==> src/rtl/core/stq_pkg.sv <==
// Package: status codes and request codes for the sorted timer queue.
`timescale 1ns / 1ps
`default_nettype none
package stq_pkg;
    typedef enum logic [1:0] {
        REQ_ADD    = 2'd0,
        REQ_MODIFY = 2'd1,
        REQ_DELETE = 2'd2,
        REQ_TICK   = 2'd3
    } t_req;

    localparam logic [2:0] ST_DONE      = 3'd0;
    localparam logic [2:0] ST_EXPIRED   = 3'd1;
    localparam logic [2:0] ST_FULL      = 3'd2;
    localparam logic [2:0] ST_NOT_FOUND = 3'd3;
    localparam logic [2:0] ST_PRESENT   = 3'd4;

    localparam int ID_BITS     = 4;
    localparam int MAX_RESULTS = 16;

    typedef struct packed {
        logic [2:0]         status;
        logic [ID_BITS-1:0] expired_id;
        logic               last;
    } t_result;
endpackage
`default_nettype wire

==> src/rtl/core/stq_out_reg.sv <==
// Output skid register: one result slot holding status, id and last.
`timescale 1ns / 1ps
`default_nettype none
module stq_out_reg
    import stq_pkg::*;
(
    input  wire logic    i_clk,
    input  wire logic    i_rst_n,
    input  wire logic    i_valid,
    input  wire t_result i_res,
    output logic         o_ready,
    output logic         o_valid,
    output t_result      o_res,
    input  wire logic    i_ready
);
    logic    r_valid;
    t_result r_res;

    assign o_ready = !r_valid || i_ready;
    assign o_valid = r_valid;
    assign o_res   = r_res;

    always_ff @(posedge i_clk) begin
        if (!i_rst_n) begin
            r_valid <= 1'b0;
        end else if (o_ready) begin
            r_valid <= i_valid;
        end
        if (o_ready && i_valid) begin
            r_res <= i_res;
        end
    end
endmodule
`default_nettype wire

==> src/rtl/core/sorted_timer_queue.sv <==
// Top level: sorted timer table kept in one synchronous memory.
//
// Slave channel takes requests (add, modify, delete, tick); master channel
// returns results. Add, modify and delete give one status result. A tick
// gives one result per expired timer, up to MAX_RESULTS, front first, with
// tlast on the final one, or one "done" result if nothing expired.
// The table lives in a one-port-read memory of MAX_TIMERS entries, each one
// {id, expiry}. A request scans the table one entry per cycle, with the read
// data registered: find looks for the id, then removal shifts later entries
// down, or insert scans for the place and shifts later entries up. A tick
// pops entries from slot 0 with one shift pass per popped entry.
// Reset clears the entry count; memory contents need no clearing.
// A stalled receiver holds the sequencer at the result step; one result
// sits in the output register, so the next step proceeds while it waits.
`timescale 1ns / 1ps
`default_nettype none
module sorted_timer_queue
    import stq_pkg::*;
#(
    parameter int MAX_TIMERS = 16,
    parameter int TIME_BITS  = 32
)(
    input  wire logic        i_clk,
    input  wire logic        i_rst_n,
    input  wire logic        s_axis_tvalid,
    output logic             s_axis_tready,
    // tdata: req_type[1:0], timer_id[5:2], expire_time[37:6], now_time[69:38]
    input  wire logic [71:0] s_axis_tdata,
    output logic             m_axis_tvalid,
    input  wire logic        m_axis_tready,
    // tdata: status[2:0], expired_id[6:3]
    output logic [7:0]       m_axis_tdata,
    output logic             m_axis_tlast
);
    localparam int IW = $clog2(MAX_TIMERS);
    localparam int CW = $clog2(MAX_TIMERS + 1);
    localparam int EW = ID_BITS + TIME_BITS;
    localparam int RW = $clog2(MAX_RESULTS + 1);

    typedef enum logic [3:0] {
        S_IDLE, S_FIND, S_DEC, S_RMV, S_INS_SCAN, S_INS_SHIFT,
        S_INS_WRITE, S_TICK_RD, S_TICK_CHK, S_EMIT
    } t_state;

    logic [EW-1:0] r_mem [MAX_TIMERS];
    logic [EW-1:0] r_rdata;
    logic [IW-1:0] n_raddr;
    logic          n_we;
    logic [IW-1:0] n_waddr;
    logic [EW-1:0] n_wdata;

    t_state                r_state;
    logic [CW-1:0]         r_count;
    logic [CW-1:0]         r_idx;
    logic [CW-1:0]         r_pos;
    logic                  r_pend;
    t_req                  r_req;
    logic [ID_BITS-1:0]    r_id;
    logic [TIME_BITS-1:0]  r_exp;
    logic [TIME_BITS-1:0]  r_now;
    logic [RW-1:0]         r_npop;
    t_result               r_res;

    logic    ov_ready;
    t_result ov_res;
    logic    n_push;

    logic [ID_BITS-1:0]   rd_id;
    logic [TIME_BITS-1:0] rd_exp;
    assign rd_id  = r_rdata[EW-1:TIME_BITS];
    assign rd_exp = r_rdata[TIME_BITS-1:0];

    always_ff @(posedge i_clk) begin
        if (n_we) begin
            r_mem[n_waddr] <= n_wdata;
        end
        r_rdata <= r_mem[n_raddr];
    end

    assign s_axis_tready = (r_state == S_IDLE);

    // Memory port control follows the state and index.
    always_comb begin
        n_raddr = r_idx[IW-1:0];
        n_we    = 1'b0;
        n_waddr = r_idx[IW-1:0];
        n_wdata = r_rdata;
        case (r_state)
            S_RMV: begin
                n_raddr = r_idx[IW-1:0];
                n_waddr = IW'(r_idx - CW'(2));
                n_we    = r_pend;
            end
            S_INS_SHIFT: begin
                n_raddr = IW'(r_idx - CW'(2));
                n_waddr = r_idx[IW-1:0];
                n_we    = r_pend;
            end
            S_INS_WRITE: begin
                n_we    = 1'b1;
                n_wdata = {r_id, r_exp};
            end
            default: ;
        endcase
    end

    always_ff @(posedge i_clk) begin
        if (!i_rst_n) begin
            r_state <= S_IDLE;
            r_count <= '0;
            r_pend  <= 1'b0;
            r_idx   <= '0;
            r_npop  <= '0;
        end else begin
            case (r_state)
                S_IDLE: begin
                    if (s_axis_tvalid && s_axis_tready) begin
                        r_req  <= t_req'(s_axis_tdata[1:0]);
                        r_id   <= s_axis_tdata[5:2];
                        r_exp  <= TIME_BITS'(s_axis_tdata[37:6]);
                        r_now  <= TIME_BITS'(s_axis_tdata[69:38]);
                        r_idx  <= '0;
                        r_pend <= 1'b0;
                        r_npop <= '0;
                        if (t_req'(s_axis_tdata[1:0]) == REQ_TICK) begin
                            r_state <= S_TICK_RD;
                        end else begin
                            r_state <= S_FIND;
                        end
                    end
                end
                S_FIND: begin
                    // r_pend: read of slot r_idx-1 is in r_rdata
                    if (r_pend && rd_id == r_id) begin
                        r_pend <= 1'b0;
                        if (r_req == REQ_ADD) begin
                            r_res   <= '{ST_PRESENT, '0, 1'b1};
                            r_state <= S_EMIT;
                        end else begin
                            r_idx   <= r_idx;
                            r_state <= S_DEC;
                        end
                    end else if (r_idx < r_count) begin
                        r_idx  <= r_idx + CW'(1);
                        r_pend <= 1'b1;
                    end else begin
                        r_pend <= 1'b0;
                        if (r_req != REQ_ADD) begin
                            r_res   <= '{ST_NOT_FOUND, '0, 1'b1};
                            r_state <= S_EMIT;
                        end else if (r_count == CW'(MAX_TIMERS)) begin
                            r_res   <= '{ST_FULL, '0, 1'b1};
                            r_state <= S_EMIT;
                        end else begin
                            r_idx   <= '0;
                            r_state <= S_INS_SCAN;
                        end
                    end
                end
                S_DEC: begin
                    // found slot is r_idx-1; shift from r_idx down
                    r_pend  <= 1'b0;
                    r_state <= S_RMV;
                end
                S_RMV: begin
                    // write at r_idx-2 the data read from r_idx-1
                    if (r_idx < r_count) begin
                        r_idx  <= r_idx + CW'(1);
                        r_pend <= 1'b1;
                    end else begin
                        r_pend <= 1'b0;
                        r_count <= r_count - CW'(1);
                        if (r_req == REQ_MODIFY) begin
                            r_idx   <= '0;
                            r_state <= S_INS_SCAN;
                        end else if (r_req == REQ_TICK) begin
                            // held for the next check, which sets tlast if no more expire
                            r_npop  <= r_npop + RW'(1);
                            r_res   <= '{ST_EXPIRED, r_id, 1'b0};
                            r_idx   <= '0;
                            r_state <= S_TICK_CHK;
                        end else begin
                            r_res   <= '{ST_DONE, '0, 1'b1};
                            r_state <= S_EMIT;
                        end
                    end
                end
                S_INS_SCAN: begin
                    if (r_pend && rd_exp > r_exp) begin
                        r_pend  <= 1'b0;
                        r_idx   <= r_count + CW'(1);
                        r_pos   <= r_idx - CW'(1);
                        r_state <= S_INS_SHIFT;
                    end else if (r_idx < r_count) begin
                        r_idx  <= r_idx + CW'(1);
                        r_pend <= 1'b1;
                    end else begin
                        r_pend  <= 1'b0;
                        r_idx   <= r_count;
                        r_state <= S_INS_WRITE;
                    end
                end
                S_INS_SHIFT: begin
                    // move [pos..cnt-1] up one slot
                    // write at r_idx the data read from r_idx-1
                    if (r_idx > r_pos + CW'(1)) begin
                        r_idx  <= r_idx - CW'(1);
                        r_pend <= 1'b1;
                    end else begin
                        r_pend  <= 1'b0;
                        r_idx   <= r_pos;
                        r_state <= S_INS_WRITE;
                    end
                end
                S_INS_WRITE: begin
                    r_count <= r_count + CW'(1);
                    r_npop  <= '0;
                    r_res   <= '{ST_DONE, '0, 1'b1};
                    r_state <= S_EMIT;
                end
                S_TICK_RD: begin
                    r_idx   <= '0;
                    r_state <= S_TICK_CHK;
                    r_pend  <= 1'b0;
                end
                S_TICK_CHK: begin
                    if (!r_pend) begin
                        r_pend <= 1'b1;
                    end else if (r_count != '0 && rd_exp <= r_now
                                 && r_npop < RW'(MAX_RESULTS)) begin
                        r_id   <= rd_id;
                        r_idx  <= CW'(1);
                        r_pend <= 1'b0;
                        if (r_npop != '0) begin
                            r_state <= S_EMIT;
                        end else begin
                            r_state <= S_DEC;
                        end
                    end else begin
                        r_pend <= 1'b0;
                        if (r_npop == '0) begin
                            r_res <= '{ST_DONE, '0, 1'b1};
                        end else begin
                            r_res.last <= 1'b1;
                        end
                        r_state <= S_EMIT;
                    end
                end
                S_EMIT: begin
                    if (ov_ready) begin
                        r_pend <= 1'b0;
                        if (r_req == REQ_TICK && !r_res.last) begin
                            r_state <= S_DEC;
                        end else begin
                            r_state <= S_IDLE;
                        end
                    end
                end
                default: r_state <= S_IDLE;
            endcase
        end
    end

    assign n_push = (r_state == S_EMIT);

    stq_out_reg u_out (
        .i_clk   (i_clk),
        .i_rst_n (i_rst_n),
        .i_valid (n_push),
        .i_res   (r_res),
        .o_ready (ov_ready),
        .o_valid (m_axis_tvalid),
        .o_res   (ov_res),
        .i_ready (m_axis_tready)
    );

    assign m_axis_tdata = {1'b0, ov_res.expired_id, ov_res.status};
    assign m_axis_tlast = ov_res.last;
endmodule
`default_nettype wire

==> config.mk <==
export PLATFORM = sky130hd
export DESIGN_NAME = sorted_timer_queue
export DESIGN_NICKNAME = d
export VERILOG_FILES = /design/src/rtl/core/stq_pkg.sv /design/src/rtl/core/stq_out_reg.sv /design/src/rtl/core/sorted_timer_queue.sv
export SDC_FILE = /design/constraint.sdc
export NUM_CORES = 1
export LEC_CHECK = 0
export BUFFER_PORTS_ARGS = -buffer_cell sky130_fd_sc_hd__buf_2
export CORE_MARGIN = 10
export CORE_UTILIZATION = 34
export CTS_BUF_LIST = sky130_fd_sc_hd__clkbuf_4 sky130_fd_sc_hd__clkbuf_8
export DETAILED_ROUTE_END_ITERATION = 10
export HOLD_SLACK_MARGIN = 0.03
export MAX_ROUTING_LAYER = met4
export SLEW_MARGIN = 10
export SYNTH_ARGS = -nofsm -noshare
export SYNTH_HDL_FRONTEND = slang
export SYNTH_SLANG_ARGS = --single-unit
==> constraint.sdc <==
create_clock -name i_clk -period 4.8 [get_ports i_clk]
set_input_delay 0.96 -clock i_clk [delete_from_list [all_inputs] [get_ports i_clk]]
set_output_delay 0.96 -clock i_clk [all_outputs]
set_load 0.005 [all_outputs]
======== Yosys cells after proc, flatten, opt, wreduce, memory -nomap -nowiden ========
Memories as Yosys holds them, arrays and structs flattened. A register that Yosys moved wholly into a read port is not among the register bits.
Index checks and enable logic that the tools add are counted.
cells by class
  equality and inequality tests ........... 32
  reductions and logical operators ........ 34
  muxes and demuxes ....................... 69
  add/subtract/negate cells ............... 7
  order comparisons ....................... 5
operators by type and width
  kind                                                                number
  5-bit 2-to-1 mux                                                    17
  4-bit 2-to-1 mux                                                    20
  8-bit 2-to-1 mux                                                    9
  4-bit case mux with 10 select lines                                 1
  36-bit 2-to-1 mux                                                   1
  5-bit case mux with 7 select lines                                  1
  32-bit > comparator                                                 1
  32-bit <= comparator                                                1
  8-bit case mux with 4 select lines                                  1
  5-bit by 1-bit adder with 5-bit output, second input constant       4
  2-bit != test, second input constant                                10
  4-bit by 3-bit == test with 1-bit output, second input constant     4
  3-bit != test, second input constant                                5
  5-bit case mux with 3 select lines                                  1
  1-bit 2-to-1 mux                                                    10
  5-bit case mux with 2 select lines                                  1
  10-bit AND reduction                                                1
  5-bit AND reduction                                                 2
  5-bit nonzero test                                                  2
  5-bit by 1-bit subtractor with 5-bit output, second input constant  2
  3-bit AND reduction                                                 3
  9-bit AND reduction                                                 1
  4-bit by 2-bit == test with 1-bit output, second input constant     2
  4-bit == test, second input constant                                2
  other kinds (33)                                                    45
word-level totals
  input port bits ......................... 76
  bits in writable memories ............... 576
  logic and storage cells ................. 165
  memories kept ........................... 1
  bits in registers ....................... 112
memories
  name   depth  width  rd ports  clocked after Yosys merged registers in  write ports  RTL line                  source
  r_mem  16     36     1         1                                        1            sorted_timer_queue.sv:45  logic [EW-1:0] r_mem [MAX_TIMERS];

======== Longest topological paths before layout ========
  depth after elaboration ................. 6
  mapped depth ............................ 14
  mapped depth without buffers ............ 11

======== Modules after synthesis ========
From an unflattened synthesis, not the netlist that was laid out.
second synthesis, totals
  cells, all modules ...................... 1,739
  area, all modules ....................... 29,946.2 um^2
by module, submodules not included
  module              area each (um^2)  times used  sequential area each (um^2)  cells each
  sorted_timer_queue  29,648.4          1           20,910.1                     1,726
  stq_out_reg         297.8             1           260.2                        13

======== Least setup slack after synthesis ========
No wires, ideal clock.
  path kind ............................... flip-flop to flip-flop
  from .................................... register r_state[1]
  to ...................................... memory r_mem[3][0] (netlist bit) (enable)
  arrival ................................. 3.257 ns
  period minus slack after synthesis ...... 3.686 ns
  stages on the path, launching flop included .. 10
  buffers on the path ..................... 2
  slack ................................... 1.114 ns
  cells stage by stage .................... dfxtp_1 -> clkbuf_1 -> inv_1 -> clkbuf_1 -> or3_1 -> o21ai_0 -> nand3_1 -> a21oi_1 -> nand2_1 -> nor2_1
on the way
  cells in the longest elaborated chain, start to end .. 5
  elaborated cells between the ends (all ways) .. 8
RTL lines
  element                                                                                                      RTL line                   source
  from (decl)                                                                                                  sorted_timer_queue.sv:52   t_state r_state;
  from (signal assigned)                                                                                       sorted_timer_queue.sv:109  r_state <= S_IDLE;
  from (signal assigned)                                                                                       sorted_timer_queue.sv:126  r_state <= S_TICK_RD;
  from (signal assigned)                                                                                       sorted_timer_queue.sv:128  r_state <= S_FIND;
  4-bit by 3-bit == test with 1-bit output / 4-bit by 2-bit == test with 1-bit output (equally long branches)  sorted_timer_queue.sv:88   case (r_state)
  2-bit OR reduction (no line)                                                                                 --
  1-bit case mux with 2 select lines                                                                           sorted_timer_queue.sv:88
  1-bit 2-to-1 mux                                                                                             sorted_timer_queue.sv:74   if (n_we) begin
  1-bit 2-to-1 mux (not written as such)                                                                       sorted_timer_queue.sv:75   r_mem[n_waddr] <= n_wdata;
  to (decl)                                                                                                    sorted_timer_queue.sv:45
Parallel ways exist; a longest one is shown, timed or not.

======== Worst setup path after layout ========
  from .................................... register r_exp[15]
  to ...................................... register r_state[0]
on the way
  cells in the longest elaborated chain, start to end .. 4
  elaborated cells between the ends (all ways) .. 6
RTL lines
  element                                                                            RTL line                   source
  from (decl)                                                                        sorted_timer_queue.sv:59   logic [TIME_BITS-1:0] r_exp;
  from (signal assigned)                                                             sorted_timer_queue.sv:120  r_exp <= TIME_BITS'(s_axis_tdata[37:6]);
  32-bit > comparator (*)                                                            sorted_timer_queue.sv:189  if (r_pend && rd_exp > r_exp) begin
  1-bit logical AND (*)                                                              sorted_timer_queue.sv:189
  4-bit 2-to-1 mux / 3-bit != test (equally long branches)                           --
  4-bit case mux with 10 select lines / 7-bit AND reduction (equally long branches)  --
  to (signal assigned)                                                               sorted_timer_queue.sv:126
  to (signal assigned)                                                               sorted_timer_queue.sv:193  r_state <= S_INS_SHIFT;
  to (signal assigned)                                                               sorted_timer_queue.sv:200  r_state <= S_INS_WRITE;
Mark *: on every way between the ends. The rest lies on a longest branch, timed or not.
A chain may end at the register's enable or synchronous reset.

==> key figures <==
Run status
  – Outcome: complete, no violations

CTS
  – Insertion delay to the later sink of the worst-skew pair: 0.73 ns
  – Largest buffer count on any clock path: 3
  – CTS root buffer: clkbuf_8
  – Clock tree sinks: 724
  – Count of hold buffers inserted by post-cts repair: 0
  – CTS-repair resized insts: 0
  – Max H-tree Level: 3
  – Worst-path clk slew: ~0.060 ns
  – TritonCTS clock tree: done
  – CTS buffer count: about 110
  – Post-CTS setup buffer count: 0

Setup path
  – Reg2reg end: r_state[0]
  – Worst reg-to-reg path cell count: 11
  – CP endpoint kind: flop
  – Crit Path Category: flop to flop
  – RR Startpoint: r_exp[15]
  – Worst endpoint required time: ~5.4 ns
  – Worst reg-to-reg setup slack: 1.14 ns
  – Worst EP arrival: 4.25 ns
  – Startpoint kind of the worst setup timing path: flop
  – Maximum net fanout on the critical path: 6

Synth
  – Most common cell in the netlist: edfxtp_1
  – Number of flops mapped to enable cells by yosys: around 670
  – Cell taking the most area after synthesis: edfxtp_1
  – Fraction of registers with async set/reset: 0
  – Share of Yosys cell area claimed by the top area cell type: 0.671
  – Avg Inst Size Synth: 17.8 sq um
  – Warnings, synthesis: 0
  – Post-synthesis share of cell area spent on and, or, nand and nor gates: 0.0422
  – Register area share after synthesis: 0.709
  – Gate count of the mapped netlist: between 1500 and 2000
  – Most numerous cell types in the synthesized netlist: 667 x edfxtp_1, 144 x mux4_2, 86 x inv_1
  – Synthesized-area fraction occupied by xor and xnor cells: 0.00696
  – Number of unique standard cell types used by synthesis: 70
  – Proportion of synthesized area in mux cells: 0.135
  – Synth top area cells: edfxtp_1 67%, mux4_2 11%, dfxtp_1 3.8%, ha_1 3.5%, a21oi_1 1.4%
  – Top_reg_cell synth: edfxtp_1
  – Register bit total from synthesis: 724
  – Cell area after synthesis: about 30000 sq um
  – Synthesized-area fraction occupied by ao, oa, aoi and oai cells: 0.0500
  – Largest family of logic cells by synthesized area: multiplexers
  – Post-Syn Nets: approximately 1800
  – Post-Synth Adder-Cell Area: 0.0348

Pwr
  – Reported net switching power: 4.84 mW
  – Leak pwr: about 12 nW
  – Sw Share: 0.285
  – Power density of the placed cells: 493 nW/um^2
  – Worst IR drop on VDD: around 0.00024 V
  – Power share of the clock group: 0.311
  – Proportion of power drawn by flip-flops and latches: 0.484
  – Total power: around 17 mW
  – Pint: roughly 12 mW
  – Combinational cell fraction of total power: 0.205

Route
  – Post-detailed-route via-to-cell ratio: a little over 5
  – Routed wirelength normalized by instance count: approximately 22 um
  – Detailed-route via count: around 16000
  – Post-Route WL: about 70000 um
  – Drt first-iter violations: 1142
  – Routed length on met2: approximately 33000 um
  – Remaining antenna violation count: 0
  – Met3 wirelength from detailed routing: around 4400 um
  – Top layer reached by signal wires: met4
  – Residual DRC: 0
  – Total routed wire length on the met1 layer: roughly 30000 um
  – Pre-antenna DRT Iters: 6

Placement
  – Placed standard-cell area: roughly 32000 sq um
  – Setup WS pre-CTS: around 1.2 ns
  – HPWL reported at the end of detailed placement: 39000 um
  – Final estimated routing congestion in global placement: approximately 0.85
  – Count of port buffers added during placement: 83

STA
  – Final worst path period share: 0.763
  – Fin. Hold Viols: 0
  – Slack of the critical path: approximately 1.1 ns
  – Max-slew violation total from the final report: 0
  – Relative slew margins: 0.285
  – Fin Clk Skew: between 0.04 and 0.05 ns
  – Time the final worst path needs with I/O delays and setup: roughly 3.7 ns
  – Slew at the pin with the worst max-slew slack: about 1.1 ns
  – Post-Route Setup TNS: 0 ns
  – RSZ-0062 raised after global routing: no
  – Achievable Freq: between 0.2 and 0.3 GHz
  – Setup violation total in the final timing report: 0

Hold path
  – Worst Hold Path EP: r_exp[11]
  – Path class of the lowest-slack min-delay path: input port to flop
  – Worst hold path depth: 1
  – Launch point of the worst hold path: s_axis_tdata[17]

Finish
  – Area occupied by multi-input gates: 8190 sq um
  – Non-Filler Cell Area, Final: between 30000 and 40000 sq um
  – Share of layout cells above drive strength 1: 0.274
  – # nets final: roughly 2000
  – Filler Cells Inserted: 7808
  – FF+latch area: between 20000 and 25000 sq um
  – Area growth from synthesis to layout: 15.2%

Floorplanning
  – Initial Util: 0.344
  – Core region area: roughly 87000 sq um
  – Area of the die: roughly 100000 sq um
  – Number of I/O pins: 87
  – Rows: approximately 110
  – Die Ht: approximately 320 um
  – Die Width: 316 um

GRT
  – Wire length of the first global-routing pass: 102000 um
  – GRT Resource Usage Total: 0.139
  – Initial antenna violation count: 3
  – Maximum number of pins on one net before global-route repair: 73
  – Leftover overflow at the end of global routing: 0
  – Vias in the first global route: 16100

Run
  – Maximum capacitance violations: 0
## critical path, cell delays in order, from the launching register on
cell and delay, ns:
edfxtp_1 0.42, inv_1 0.07, ha_1 0.30, nand4_1 0.30
nor3_1 0.35, buf_4 0.20, a21boi_0 0.34, or4b_1 0.31
a211oi_2 0.19, o41ai_2 0.59, nor3b_1 0.35, a21oi_1 0.11
## cell families (layout without fill, tap and decap cells)
| group | after synthesis | after routing |
|---|---|---|
| DFF | 724 | 724 |
| and+or+nand+nor | 238 | 238 |
| xor gates and xnor gates | 22 | 22 |
| adders and majority gates | 83 | 83 |
| buffers and inverters | 162 | 421 |
| other | 1 | 4 |
| muxes | 218 | 218 |
| AOI/OAI and AO/OA | 229 | 229 |
## cell type report
class	instances	share of cell area
Multi-Input combinational cell	791	0.238
Sequential cell	724	0.615
Antenna cell	3	0.000218
Tap cell	1155	0.0420
Timing Repair Buffer	125	0.0271
Clock inverter	38	0.00906
Inverter	88	0.00960
Clock buffer	170	0.0584
## metal layers
| layer | vias up | global-route usage |
|---|---|---|
| met3 | 96 | 0.0283 |
| li1 | 7063 | - |
| met2 | 509 | 0.221 |
| met1 | 8147 | 0.181 |
| met4 | 0 | 0.0375 |
| met5 | - | - |
## sequential cells by signal, indices dropped and copies added (netlist names)
register       cells
r_mem            576
r_pend             1
u_out.o_res        8
r_pos              5
r_state            4
r_idx              5
r_req              2
r_rdata           36
r_res              8
r_exp             32
r_count            5
r_now             32
r_id               4
r_npop             5
u_out.o_valid      1
## metrics by stage
stage,cells,util,hold slack (ns)
floorplan,1677,-,0.400
detailed placement,2883,0.369,0.405
global route,3094,0.396,0.359
global placement,2883,0.369,0.404
CTS,3091,0.396,0.326
finish,3094,0.396,0.406
## worst max-delay path by stage
stage                          start             to  slack [ns]  depth (start not counted)
final                      r_exp[15]     r_state[0]        1.14                         11
after global routing       r_exp[14]     r_state[3]        0.86                         11
after CTS                   r_idx[1]  r_mem[13][30]        1.16                          8
after detailed placement    r_idx[1]  r_mem[13][30]        1.17                          8
after global placement    r_state[2]    r_rdata[20]        1.27                          8
after floorplan           r_state[1]    r_mem[3][0]        1.11                          9
## placed cells by master, fill, tap and decap left out, types with 13 or more instances in the layout
cell type	count
mux4_2	144
nor2_4	17
buf_2	83
buf_12	16
nor3_1	14
clkbuf_8	117
mux2_2	34
mux2i_1	40
buf_4	26
nand2_1	49
a211oi_1	40
nand4_1	20
clkbuf_4	53
nor2_1	31
clkinv_2	13
nor2b_1	45
inv_1	86
dfxtp_1	56
clkinv_1	15
edfxtp_1	667
ha_1	83
o21ai_0	28
a21o_1	14
nand3_1	21
a21oi_1	84
## power by group through the flow
| stage | Combinational, mW | Clock (mW) | Sequential, mW |
|---|---|---|---|
| floorplan | 2.49 | 0 | 8.20 |
| global placement | 3.37 | 0 | 8.32 |
| detailed placement | 3.49 | 0 | 8.32 |
| CTS | 3.51 | 5.44 | 8.20 |
| global route | 3.86 | 5.74 | 8.23 |
| finish | 3.48 | 5.28 | 8.20 |
Power figures use the tool's default switching activity.
